**config.mk**
```make
export PLATFORM = sky130hd
export DESIGN_NAME = triangle_isoline_segments
export DESIGN_NICKNAME = d
export VERILOG_FILES = /design/src/design/tis_pkg.sv /design/src/design/tis_front.sv /design/src/design/tis_fifo.sv /design/src/design/tis_back.sv /design/src/design/triangle_isoline_segments.sv
export SDC_FILE = /design/constraint.sdc
export NUM_CORES = 2
export LEC_CHECK = 0
export BUFFER_PORTS_ARGS = -buffer_cell sky130_fd_sc_hd__buf_2
export CAP_MARGIN = 40
export CORE_AREA = 2 2 567 626
export DETAILED_ROUTE_END_ITERATION = 6
export DIE_AREA = 0 0 569 628
export HOLD_SLACK_MARGIN = 0.1
export PLACE_DENSITY = 0.46
export SETUP_SLACK_MARGIN = 0.5
export SYNTH_ARGS = -nofsm -noshare
export SYNTH_HDL_FRONTEND = slang
export SYNTH_SLANG_ARGS = --single-unit
```
**constraint.sdc**
```tcl
create_clock -name clk_i -period 19.85 [get_ports clk_i]
set_clock_uncertainty 0.15 [all_clocks]
set_input_delay 1.985 -clock clk_i [delete_from_list [all_inputs] [get_ports clk_i]]
set_output_delay 1.985 -clock clk_i [all_outputs]
set_load 0.02 [all_outputs]
```
**src/design/tis_pkg.sv**
```systemverilog
// Shared types, constants and helper functions for the triangle isoline block.
// No dependencies.
package tis_pkg;

  localparam int LvlW = 37;

  localparam logic [1:0] PIV_A = 2'd0;
  localparam logic [1:0] PIV_B = 2'd1;
  localparam logic [1:0] PIV_C = 2'd2;

  localparam logic [1:0] CFG_BASE  = 2'd0;
  localparam logic [1:0] CFG_STEP  = 2'd1;
  localparam logic [1:0] CFG_COUNT = 2'd2;

  localparam logic [30:0] RATIO_ONE = 31'h4000_0000;
  localparam logic [63:0] ROUND_HALF = 64'h2000_0000;

  typedef logic [2:0][31:0] trio_t;
  typedef logic [2:0][2:0][31:0] pos_t;

  typedef struct packed {
    logic [1:0]             pivot;
    logic [4:0]             k;
    logic signed [LvlW-1:0] lvl;
    logic                   last;
  } seg_job_t;

  typedef enum logic [1:0] {
    FR_IDLE,
    FR_SCAN,
    FR_FLUSH
  } front_state_e;

  typedef enum logic [2:0] {
    BK_IDLE,
    BK_RSETUP,
    BK_RDIV,
    BK_LERP,
    BK_EMIT
  } back_state_e;

  function automatic logic [1:0] first_tgt(input logic [1:0] piv);
    logic [1:0] t;
    case (piv)
      PIV_A: t = PIV_B;
      default: t = PIV_A;
    endcase
    return t;
  endfunction

  function automatic logic [1:0] second_tgt(input logic [1:0] piv);
    logic [1:0] t;
    case (piv)
      PIV_C: t = PIV_B;
      default: t = PIV_C;
    endcase
    return t;
  endfunction

  function automatic logic in_span(input logic signed [LvlW-1:0] l,
                                   input logic signed [31:0] x,
                                   input logic signed [31:0] y);
    logic signed [LvlW-1:0] xe;
    logic signed [LvlW-1:0] ye;
    xe = LvlW'(x);
    ye = LvlW'(y);
    return ((l >= xe) && (l <= ye)) || ((l >= ye) && (l <= xe));
  endfunction

endpackage

```
**src/design/tis_front.sv**
```systemverilog
// Front end: scans iso levels per pivot and queues one job per shared level.
// Depends on tis_pkg.
module tis_front import tis_pkg::*; #(
  parameter int MaxLevels = 16
) (
  input  logic               clk_i,
  input  logic               rst_ni,
  input  logic               start_i,
  input  logic signed [31:0] base_i,
  input  logic [30:0]        step_i,
  input  logic [4:0]         count_i,
  input  trio_t              vals_i,
  input  logic               full_i,
  output logic               push_o,
  output seg_job_t           job_o,
  output logic               busy_o
);

  front_state_e state_q, state_d;
  logic [1:0] piv_q, piv_d;
  logic [4:0] k_q, k_d;
  logic signed [LvlW-1:0] lvl_q, lvl_d;
  seg_job_t pend_q, pend_d;
  logic pend_vld_q, pend_vld_d;

  logic [4:0] cnt;
  logic [30:0] step_eff;
  logic hit, stall, scan_end;

  assign cnt = (count_i > 5'(MaxLevels)) ? 5'(MaxLevels) : count_i;
  assign step_eff = (step_i == '0) ? 31'd1 : step_i;
  assign hit = in_span(lvl_q, vals_i[piv_q], vals_i[first_tgt(piv_q)]) &&
               in_span(lvl_q, vals_i[piv_q], vals_i[second_tgt(piv_q)]);
  assign stall = hit && pend_vld_q && full_i;
  assign scan_end = (k_q == cnt) && (piv_q == PIV_C);

  always_comb begin
    state_d = state_q;
    case (state_q)
      FR_IDLE: if (start_i) state_d = FR_SCAN;
      FR_SCAN: if (!stall && scan_end) state_d = FR_FLUSH;
      FR_FLUSH: if (!pend_vld_q || !full_i) state_d = FR_IDLE;
      default: state_d = FR_IDLE;
    endcase
  end

  always_comb begin
    piv_d = piv_q;
    k_d = k_q;
    lvl_d = lvl_q;
    pend_d = pend_q;
    pend_vld_d = pend_vld_q;
    push_o = 1'b0;
    job_o = pend_q;
    job_o.last = (state_q == FR_FLUSH);
    case (state_q)
      FR_IDLE: begin
        if (start_i) begin
          piv_d = PIV_A;
          k_d = '0;
          lvl_d = LvlW'(base_i);
          pend_vld_d = 1'b0;
        end
      end
      FR_SCAN: begin
        if (!stall) begin
          if (hit) begin
            push_o = pend_vld_q;
            pend_d = '{pivot: piv_q, k: k_q, lvl: lvl_q, last: 1'b0};
            pend_vld_d = 1'b1;
          end
          if (k_q == cnt) begin
            if (piv_q != PIV_C) begin
              piv_d = piv_q + 2'd1;
              k_d = '0;
              lvl_d = LvlW'(base_i);
            end
          end else begin
            k_d = k_q + 5'd1;
            lvl_d = lvl_q + LvlW'(step_eff);
          end
        end
      end
      FR_FLUSH: begin
        if (pend_vld_q && !full_i) begin
          push_o = 1'b1;
          pend_vld_d = 1'b0;
        end
      end
      default: ;
    endcase
  end

  always_ff @(posedge clk_i or negedge rst_ni) begin
    if (!rst_ni) begin
      state_q <= FR_IDLE;
      pend_vld_q <= 1'b0;
    end else begin
      state_q <= state_d;
      pend_vld_q <= pend_vld_d;
    end
  end

  always_ff @(posedge clk_i) begin
    piv_q <= piv_d;
    k_q <= k_d;
    lvl_q <= lvl_d;
    pend_q <= pend_d;
  end

  assign busy_o = (state_q != FR_IDLE);

endmodule

```
**src/design/tis_fifo.sv**
```systemverilog
// Four-entry job queue between the level scanner and the segment engine.
// Depends on tis_pkg.
module tis_fifo import tis_pkg::*; (
  input  logic     clk_i,
  input  logic     rst_ni,
  input  logic     push_i,
  input  seg_job_t job_i,
  input  logic     pop_i,
  output seg_job_t job_o,
  output logic     full_o,
  output logic     empty_o
);

  seg_job_t mem_q [4];
  logic [1:0] wr_q, rd_q;
  logic [2:0] cnt_q;

  always_ff @(posedge clk_i or negedge rst_ni) begin
    if (!rst_ni) begin
      wr_q <= '0;
      rd_q <= '0;
      cnt_q <= '0;
    end else begin
      if (push_i) wr_q <= wr_q + 2'd1;
      if (pop_i) rd_q <= rd_q + 2'd1;
      cnt_q <= cnt_q + 3'(push_i) - 3'(pop_i);
    end
  end

  always_ff @(posedge clk_i) begin
    if (push_i) mem_q[wr_q] <= job_i;
  end

  assign job_o = mem_q[rd_q];
  assign full_o = (cnt_q == 3'd4);
  assign empty_o = (cnt_q == 3'd0);

endmodule

```
**src/design/tis_back.sv**
```systemverilog
// Segment engine: bit-serial ratio division and split-multiply interpolation.
// Depends on tis_pkg.
module tis_back import tis_pkg::*; (
  input  logic        clk_i,
  input  logic        rst_ni,
  input  logic        empty_i,
  input  seg_job_t    job_i,
  input  trio_t       vals_i,
  input  pos_t        pos_i,
  output logic        pop_o,
  output logic        busy_o,
  output logic        valid_o,
  output logic [31:0] start_x_o,
  output logic [31:0] start_y_o,
  output logic [31:0] start_z_o,
  output logic [31:0] end_x_o,
  output logic [31:0] end_y_o,
  output logic [31:0] end_z_o,
  output logic [4:0]  level_index_o,
  output logic        last_segment_o
);

  back_state_e state_q, state_d;
  seg_job_t job_q, job_d;
  logic edge_q, edge_d;
  logic [30:0] r1_q, r1_d, r2_q, r2_d;
  logic [32:0] rem_q, rem_d, den_q, den_d;
  logic [29:0] quo_q, quo_d;
  logic [4:0] it_q, it_d;
  logic [2:0] coord_q, coord_d;
  logic [1:0] ph_q, ph_d;
  logic [63:0] acc_q, acc_d;
  logic [31:0] res_q [6];
  logic [31:0] res_d;
  logic valid_q;
  logic [31:0] out_q [6];
  logic [4:0] lvl_idx_q;
  logic last_q;

  logic signed [31:0] s_val, t_val;
  logic signed [37:0] num;
  logic signed [32:0] den;
  logic [37:0] an;
  logic [32:0] ad;
  logic [33:0] rem2;
  logic ge;
  logic [30:0] r_new;
  logic r_done;
  logic [1:0] axis, tgt;
  logic signed [31:0] p_c, q_c;
  logic signed [32:0] diff;
  logic [32:0] mag;
  logic [30:0] r_sel;
  logic [63:0] rnd;
  logic signed [34:0] sum;

  always_comb begin
    s_val = vals_i[job_q.pivot];
    t_val = edge_q ? vals_i[second_tgt(job_q.pivot)] : vals_i[first_tgt(job_q.pivot)];
    num = 38'(job_q.lvl) - 38'(s_val);
    den = 33'(t_val) - 33'(s_val);
    an = num[37] ? 38'(-num) : 38'(num);
    ad = den[32] ? 33'(-den) : 33'(den);
    rem2 = {rem_q, 1'b0};
    ge = (rem2 >= {1'b0, den_q});
    axis = (coord_q < 3'd3) ? coord_q[1:0] : 2'(coord_q - 3'd3);
    tgt = (coord_q < 3'd3) ? first_tgt(job_q.pivot) : second_tgt(job_q.pivot);
    p_c = pos_i[job_q.pivot][axis];
    q_c = pos_i[tgt][axis];
    r_sel = (coord_q < 3'd3) ? r1_q : r2_q;
    diff = 33'(q_c) - 33'(p_c);
    mag = diff[32] ? 33'(-diff) : 33'(diff);
    rnd = (acc_q + ROUND_HALF) >> 30;
    sum = diff[32] ? (35'(p_c) - $signed({1'b0, rnd[33:0]}))
                   : (35'(p_c) + $signed({1'b0, rnd[33:0]}));
    res_d = sum[31:0];
  end

  always_comb begin
    r_done = 1'b0;
    r_new = '0;
    case (state_q)
      BK_RSETUP: begin
        if (den == '0) begin
          r_done = 1'b1;
        end else if (an >= {5'b0, ad}) begin
          r_done = 1'b1;
          r_new = RATIO_ONE;
        end
      end
      BK_RDIV: begin
        r_done = (it_q == 5'd29);
        r_new = {1'b0, quo_q[28:0], ge};
      end
      default: ;
    endcase
  end

  always_comb begin
    state_d = state_q;
    case (state_q)
      BK_IDLE: if (!empty_i) state_d = BK_RSETUP;
      BK_RSETUP: begin
        if (r_done) state_d = edge_q ? BK_LERP : BK_RSETUP;
        else state_d = BK_RDIV;
      end
      BK_RDIV: if (r_done) state_d = edge_q ? BK_LERP : BK_RSETUP;
      BK_LERP: if (ph_q == 2'd2 && coord_q == 3'd5) state_d = BK_EMIT;
      BK_EMIT: state_d = BK_IDLE;
      default: state_d = BK_IDLE;
    endcase
  end

  always_comb begin
    job_d = job_q;
    edge_d = edge_q;
    r1_d = r1_q;
    r2_d = r2_q;
    rem_d = rem_q;
    den_d = den_q;
    quo_d = quo_q;
    it_d = it_q;
    coord_d = coord_q;
    ph_d = ph_q;
    acc_d = acc_q;
    pop_o = 1'b0;
    case (state_q)
      BK_IDLE: begin
        if (!empty_i) begin
          pop_o = 1'b1;
          job_d = job_i;
          edge_d = 1'b0;
        end
      end
      BK_RSETUP: begin
        rem_d = an[32:0];
        den_d = ad;
        quo_d = '0;
        it_d = '0;
      end
      BK_RDIV: begin
        rem_d = ge ? 33'(rem2 - {1'b0, den_q}) : rem2[32:0];
        quo_d = {quo_q[28:0], ge};
        it_d = it_q + 5'd1;
      end
      BK_LERP: begin
        case (ph_q)
          2'd0: begin
            acc_d = 64'(47'(mag[15:0]) * 47'(r_sel));
            ph_d = 2'd1;
          end
          2'd1: begin
            acc_d = acc_q + (64'(48'(mag[32:16]) * 48'(r_sel)) << 16);
            ph_d = 2'd2;
          end
          default: begin
            ph_d = 2'd0;
            coord_d = coord_q + 3'd1;
          end
        endcase
      end
      default: ;
    endcase
    if (r_done) begin
      if (edge_q) r2_d = r_new;
      else r1_d = r_new;
      edge_d = 1'b1;
      coord_d = '0;
      ph_d = '0;
    end
  end

  always_ff @(posedge clk_i or negedge rst_ni) begin
    if (!rst_ni) begin
      state_q <= BK_IDLE;
      valid_q <= 1'b0;
    end else begin
      state_q <= state_d;
      valid_q <= (state_q == BK_EMIT);
    end
  end

  always_ff @(posedge clk_i) begin
    job_q <= job_d;
    edge_q <= edge_d;
    r1_q <= r1_d;
    r2_q <= r2_d;
    rem_q <= rem_d;
    den_q <= den_d;
    quo_q <= quo_d;
    it_q <= it_d;
    coord_q <= coord_d;
    ph_q <= ph_d;
    acc_q <= acc_d;
    if (state_q == BK_LERP && ph_q == 2'd2) res_q[coord_q] <= res_d;
    if (state_q == BK_EMIT) begin
      out_q <= res_q;
      lvl_idx_q <= job_q.k;
      last_q <= job_q.last;
    end
  end

  assign busy_o = (state_q != BK_IDLE);
  assign valid_o = valid_q;
  assign start_x_o = out_q[0];
  assign start_y_o = out_q[1];
  assign start_z_o = out_q[2];
  assign end_x_o = out_q[3];
  assign end_y_o = out_q[4];
  assign end_z_o = out_q[5];
  assign level_index_o = lvl_idx_q;
  assign last_segment_o = last_q;

endmodule

```
**src/design/triangle_isoline_segments.sv**
```systemverilog
// Isoline segments of one triangle. The level scanner visits levels 0 to c for each pivot, with
// c = min(count, MAX_LEVELS), then flushes, and stalls when a job must enter the full 4-entry queue.
// Each segment is then dequeued, gets its two ratios from the one-bit-per-cycle divider, has its
// six coordinates interpolated and is emitted; its strobe comes in the cycle after.
// busy stays high from the start transfer until the cycle of the last strobe, in which the next
// triangle can transfer; no results, no strobe. Reset loads base 0, step 1.0, count 8.
module triangle_isoline_segments import tis_pkg::*; #(
  parameter int MAX_LEVELS = 16
) (
  input  logic        clk_i,
  input  logic        rst_ni,
  input  logic        start,
  output logic        busy,
  input  logic [31:0] value_a_i,
  input  logic [31:0] value_b_i,
  input  logic [31:0] value_c_i,
  input  logic [31:0] ax_i,
  input  logic [31:0] ay_i,
  input  logic [31:0] az_i,
  input  logic [31:0] bx_i,
  input  logic [31:0] by_i,
  input  logic [31:0] bz_i,
  input  logic [31:0] cx_i,
  input  logic [31:0] cy_i,
  input  logic [31:0] cz_i,
  input  logic        cfg_we_i,
  input  logic [1:0]  cfg_idx_i,
  input  logic [31:0] cfg_data_i,
  output logic        valid_o,
  output logic [31:0] start_x_o,
  output logic [31:0] start_y_o,
  output logic [31:0] start_z_o,
  output logic [31:0] end_x_o,
  output logic [31:0] end_y_o,
  output logic [31:0] end_z_o,
  output logic [4:0]  level_index_o,
  output logic        last_segment_o
);

  logic signed [31:0] base_q;
  logic [30:0] step_q;
  logic [4:0] count_q;
  trio_t vals_q;
  pos_t pos_q;
  logic accept;
  logic fr_busy, bk_busy, push, pop, full, empty;
  seg_job_t job_in, job_out;

  assign accept = start && !busy;
  assign busy = fr_busy || !empty || bk_busy;

  always_ff @(posedge clk_i or negedge rst_ni) begin
    if (!rst_ni) begin
      base_q <= '0;
      step_q <= 31'd65536;
      count_q <= 5'd8;
    end else if (cfg_we_i) begin
      case (cfg_idx_i)
        CFG_BASE: base_q <= cfg_data_i;
        CFG_STEP: step_q <= cfg_data_i[30:0];
        CFG_COUNT: count_q <= cfg_data_i[4:0];
        default: ;
      endcase
    end
  end

  always_ff @(posedge clk_i) begin
    if (accept) begin
      vals_q <= {value_c_i, value_b_i, value_a_i};
      pos_q <= {{cz_i, cy_i, cx_i}, {bz_i, by_i, bx_i}, {az_i, ay_i, ax_i}};
    end
  end

  tis_front #(.MaxLevels(MAX_LEVELS)) u_front (
    .clk_i, .rst_ni,
    .start_i(accept),
    .base_i(base_q),
    .step_i(step_q),
    .count_i(count_q),
    .vals_i(vals_q),
    .full_i(full),
    .push_o(push),
    .job_o(job_in),
    .busy_o(fr_busy)
  );

  tis_fifo u_fifo (
    .clk_i, .rst_ni,
    .push_i(push),
    .job_i(job_in),
    .pop_i(pop),
    .job_o(job_out),
    .full_o(full),
    .empty_o(empty)
  );

  tis_back u_back (
    .clk_i, .rst_ni,
    .empty_i(empty),
    .job_i(job_out),
    .vals_i(vals_q),
    .pos_i(pos_q),
    .pop_o(pop),
    .busy_o(bk_busy),
    .valid_o,
    .start_x_o, .start_y_o, .start_z_o,
    .end_x_o, .end_y_o, .end_z_o,
    .level_index_o,
    .last_segment_o
  );

endmodule
```
==> results.md <==
* Detail Placement HPWL at 294000 microns
* Hold Buf Count CTS at 0
* MaxCap Viol Count at 0
* Asr flop ratio synth at 5.93%
* Synth top area share at 37.1%
* Setup bufs post-CTS at 0
* Avg Cell Area, Syn at 10.6 sq um
* Final worst-path cycle share at 83.9%
* DRT iter0 DRCs at 6604
* Clock Pin Slew Worst Setup and Hold Paths at 0.06 ns
* Fmax at 60.1 MHz
* Top cells by area, synth: edfxtp_1 37%, fa_1 16%, ha_1 7.6%, nand2_1 4.5%, inv_1 4.1%
* Yosys top cell by area: edfxtp_1
* Max-Slew Margin vs Limit at 4.64%
* Detail Route Antenna Nets at 0
* Post-route minimum period at 16.65 ns
* Final setup fails at 0
* Routability cong. at 0.917
* Slowest cell on crit path: buf_4
* Outcome: completed
* Met1 GRT Util at 26.7%
* Yosys cell types at 111
* CP Launch Type: flop
* Routed wire length at 377000 microns
* CP Max Fanout at 47
* CP peak stage delay at 0.67 ns
* Slew Viols, Final at 0
* Initial core utilization at 29.8%
* Seq/Total Area, Yosys at 39.1%
* Cell Area, Synth at 0.105 sq mm
* Antenna violations before repair at 77
* Die area at 0.357 sq mm
* GRT met3 Usage at 2.30%
* Worst-Skew Late Latency at 0.87 ns
* CP Class: flop to flop
* Syn Inst Count at 9905
* Clock buffer depth at 4
* Grt met2 use at 35.8%
* Clk sinks at 1383
* WP data arrival at 17.20 ns
* TritonCTS Buffers at 161
* Flops & latches, synth at 1383
* Predominant post-synthesis flop cell: edfxtp_1
* WL/cell at 24.8 microns
* Core area at 0.352 sq mm
* Share of layout cells above drive strength 1 at 13.3%
* Post-synth EDFFs at 1295
* Final hold violations at 0
* Num rows at 229
* Port bufs at 621
* Largest net degree at the start of global routing at 192
* Busiest grt layer: met2
* Post_cts resized at 0
* Via count at 78400
* Gr usage total at 20.7%
* CTS tree: done
* Vias in the first global route at 80000
* Worst EP required at 20.41 ns
* Chip width at 569 microns
* Worst-Margin Slew at 1.43 ns
* Critical path capture point type: flop
* Fillers at 35200
* Die H at 628 microns
* Vias/cell at 5.16
* Hold Crit Class: flop to flop
* Area grow syn2layout at 14.2%
* Cell mode on critical path: a21oi_1
* H-tree depth at 4
* Synth warnings at 0
* First-pass GRT wire length at 549000 microns
* Clk root buf: clkbuf_16
* Setup TNS at 0 ns
* IO Pins at 622
* RSZ-0062 raised after global routing: no
* # nets final at 12300
* Net count after synthesis at 11800
* Drt first pass iters at 6
* DRC Markers at 0
* Total congestion overflow at 0
[routing by layer]
| layer | share of wire, % | wire length (microns) | vias to the layer above |
|---|---|---|---|
| met5 | 0.046 | 172 | - |
| met4 | 3.9 | 14700 | 14 |
| met3 | 5.1 | 19300 | 586 |
| met2 | 49 | 186000 | 2476 |
| met1 | 42 | 157000 | 40200 |
| li1 | - | - | 35100 |
[worst paths after layout]
kind	end	slack (ns)	depth (start not counted)	from
worst min-delay path	u_back.start_y_o[7]	0.23	0	u_back.res_q[135]
worst max-delay path	u_back.acc_q[61]	3.20	57	u_back.coord_q[2]
worst max register to register	u_back.acc_q[61]	3.20	57	u_back.coord_q[2]
max in group asynchronous	step_q[16]	17.73	3	rst_ni
min in group asynchronous	base_q[29]	0.85	1	rst_ni
worst min register to register	u_back.start_y_o[7]	0.23	0	u_back.res_q[135]
[synthesized netlist by cell type (13+ instances only)]
cell	n
a211o_1	17
a211oi_1	43
a21boi_0	16
a21o_1	180
a21oi_1	574
a31oi_1	82
and2_1	102
and3_1	110
and4_1	13
buf_1	45
clkbuf_1	410
dfrtp_1	80
edfxtp_1	1295
fa_1	844
ha_1	636
inv_1	1147
mux2_2	110
mux2i_1	275
mux4_2	67
nand2_1	1253
nand2b_1	88
nand3_1	146
nand3b_1	13
nand4_1	67
nor2_1	723
nor2b_1	70
nor3_1	96
nor4_1	35
o211ai_1	18
o21a_1	101
o21ai_0	289
o21bai_1	36
o221ai_1	47
o22ai_1	86
o31ai_1	33
or2_2	23
or3_1	33
xnor2_1	287
xor2_1	157
[cell usage in the layout (no fill, tap or decap), drive strengths merged, types with 70 or more instances in the layout]
| cell | n |
|---|---|
| nor2b | 70 |
| nor3 | 96 |
| xnor2 | 287 |
| dfrtp | 80 |
| nand2 | 1253 |
| a21oi | 576 |
| a21o | 180 |
| xor2 | 159 |
| o21ai | 299 |
| mux2i | 275 |
| nand2b | 88 |
| ha | 636 |
| nor2 | 724 |
| edfxtp | 1295 |
| o22ai | 86 |
| fa | 844 |
| mux2 | 111 |
| and3 | 110 |
| o21a | 102 |
| nand3 | 147 |
| inv | 1157 |
| buf | 832 |
| a31oi | 85 |
| and2 | 105 |
| clkbuf | 195 |
[flip-flops by register name (all words and copies together) (netlist names), 37 cells and up]
name / cells
u_back.acc_q: 46
u_front.job_o: 44
u_front.lvl_q: 37
vals_q: 96
pos_q: 288
u_back.job_q: 45
u_fifo.mem_q: 180
u_back.res_q: 192
[area by class of cell]
class                           instances  area, sq um  area share [%]
Antenna cell                           23         57.6          0.0480
Clock buffer                          195         4250            3.55
Clock inverter                         97         1140           0.954
Inverter                             1148         4320            3.60
Multi-Input combinational cell       6906        58200            48.6
Sequential cell                      1383        41100            34.3
Tap cell                             4620         5780            4.82
Timing Repair Buffer                  832         5030            4.20
[stage by stage]
| step | hold slack, ns | instance area (sq um) | utilization, % | cells | setup WS [ns] |
|---|---|---|---|---|---|
| floorplan | 0.250 | 105000 | - | 9905 | 2.98 |
| global placement | 0.251 | 114000 | 32.4 | 14800 | 2.90 |
| detailed placement | 0.255 | 114000 | 32.5 | 14900 | 3.42 |
| CTS | 0.228 | 120000 | 34.1 | 15200 | 3.35 |
| global route | 0.238 | 120000 | 34.1 | 15200 | 2.13 |
| finish | 0.234 | 120000 | 34.1 | 15200 | 3.20 |
[cells by family (layout without fill, tap and decap cells)]
family,count (synthesis),in the layout,share of synthesized area (%)
other,0,23,0
xor gates and xnor gates,447,447,3.76
DFF,1383,1383,39.1
and+or+nand+nor,2833,2833,12.1
adders and majority gates,1480,1480,23.7
muxes,453,453,5.25
AOI/OAI and AO/OA,1693,1693,10.3
buffers and inverters,1616,2272,5.80
[critical path, delay by kind of cell (launching register included)]
kind                       cells  cell delay (ns)
AOI/OAI and AO/OA             24             5.58
adders and majority gates      9             4.19
and+or+nand+nor               11             2.73
buffers and inverters          6             1.20
xor gates and xnor gates       5             1.11
muxes                          2             0.92
DFF                            1             0.51
Power is left out: the tool's default activity adds up to more than one toggle a clock period on the data nets, which glitch-free logic cannot reach.
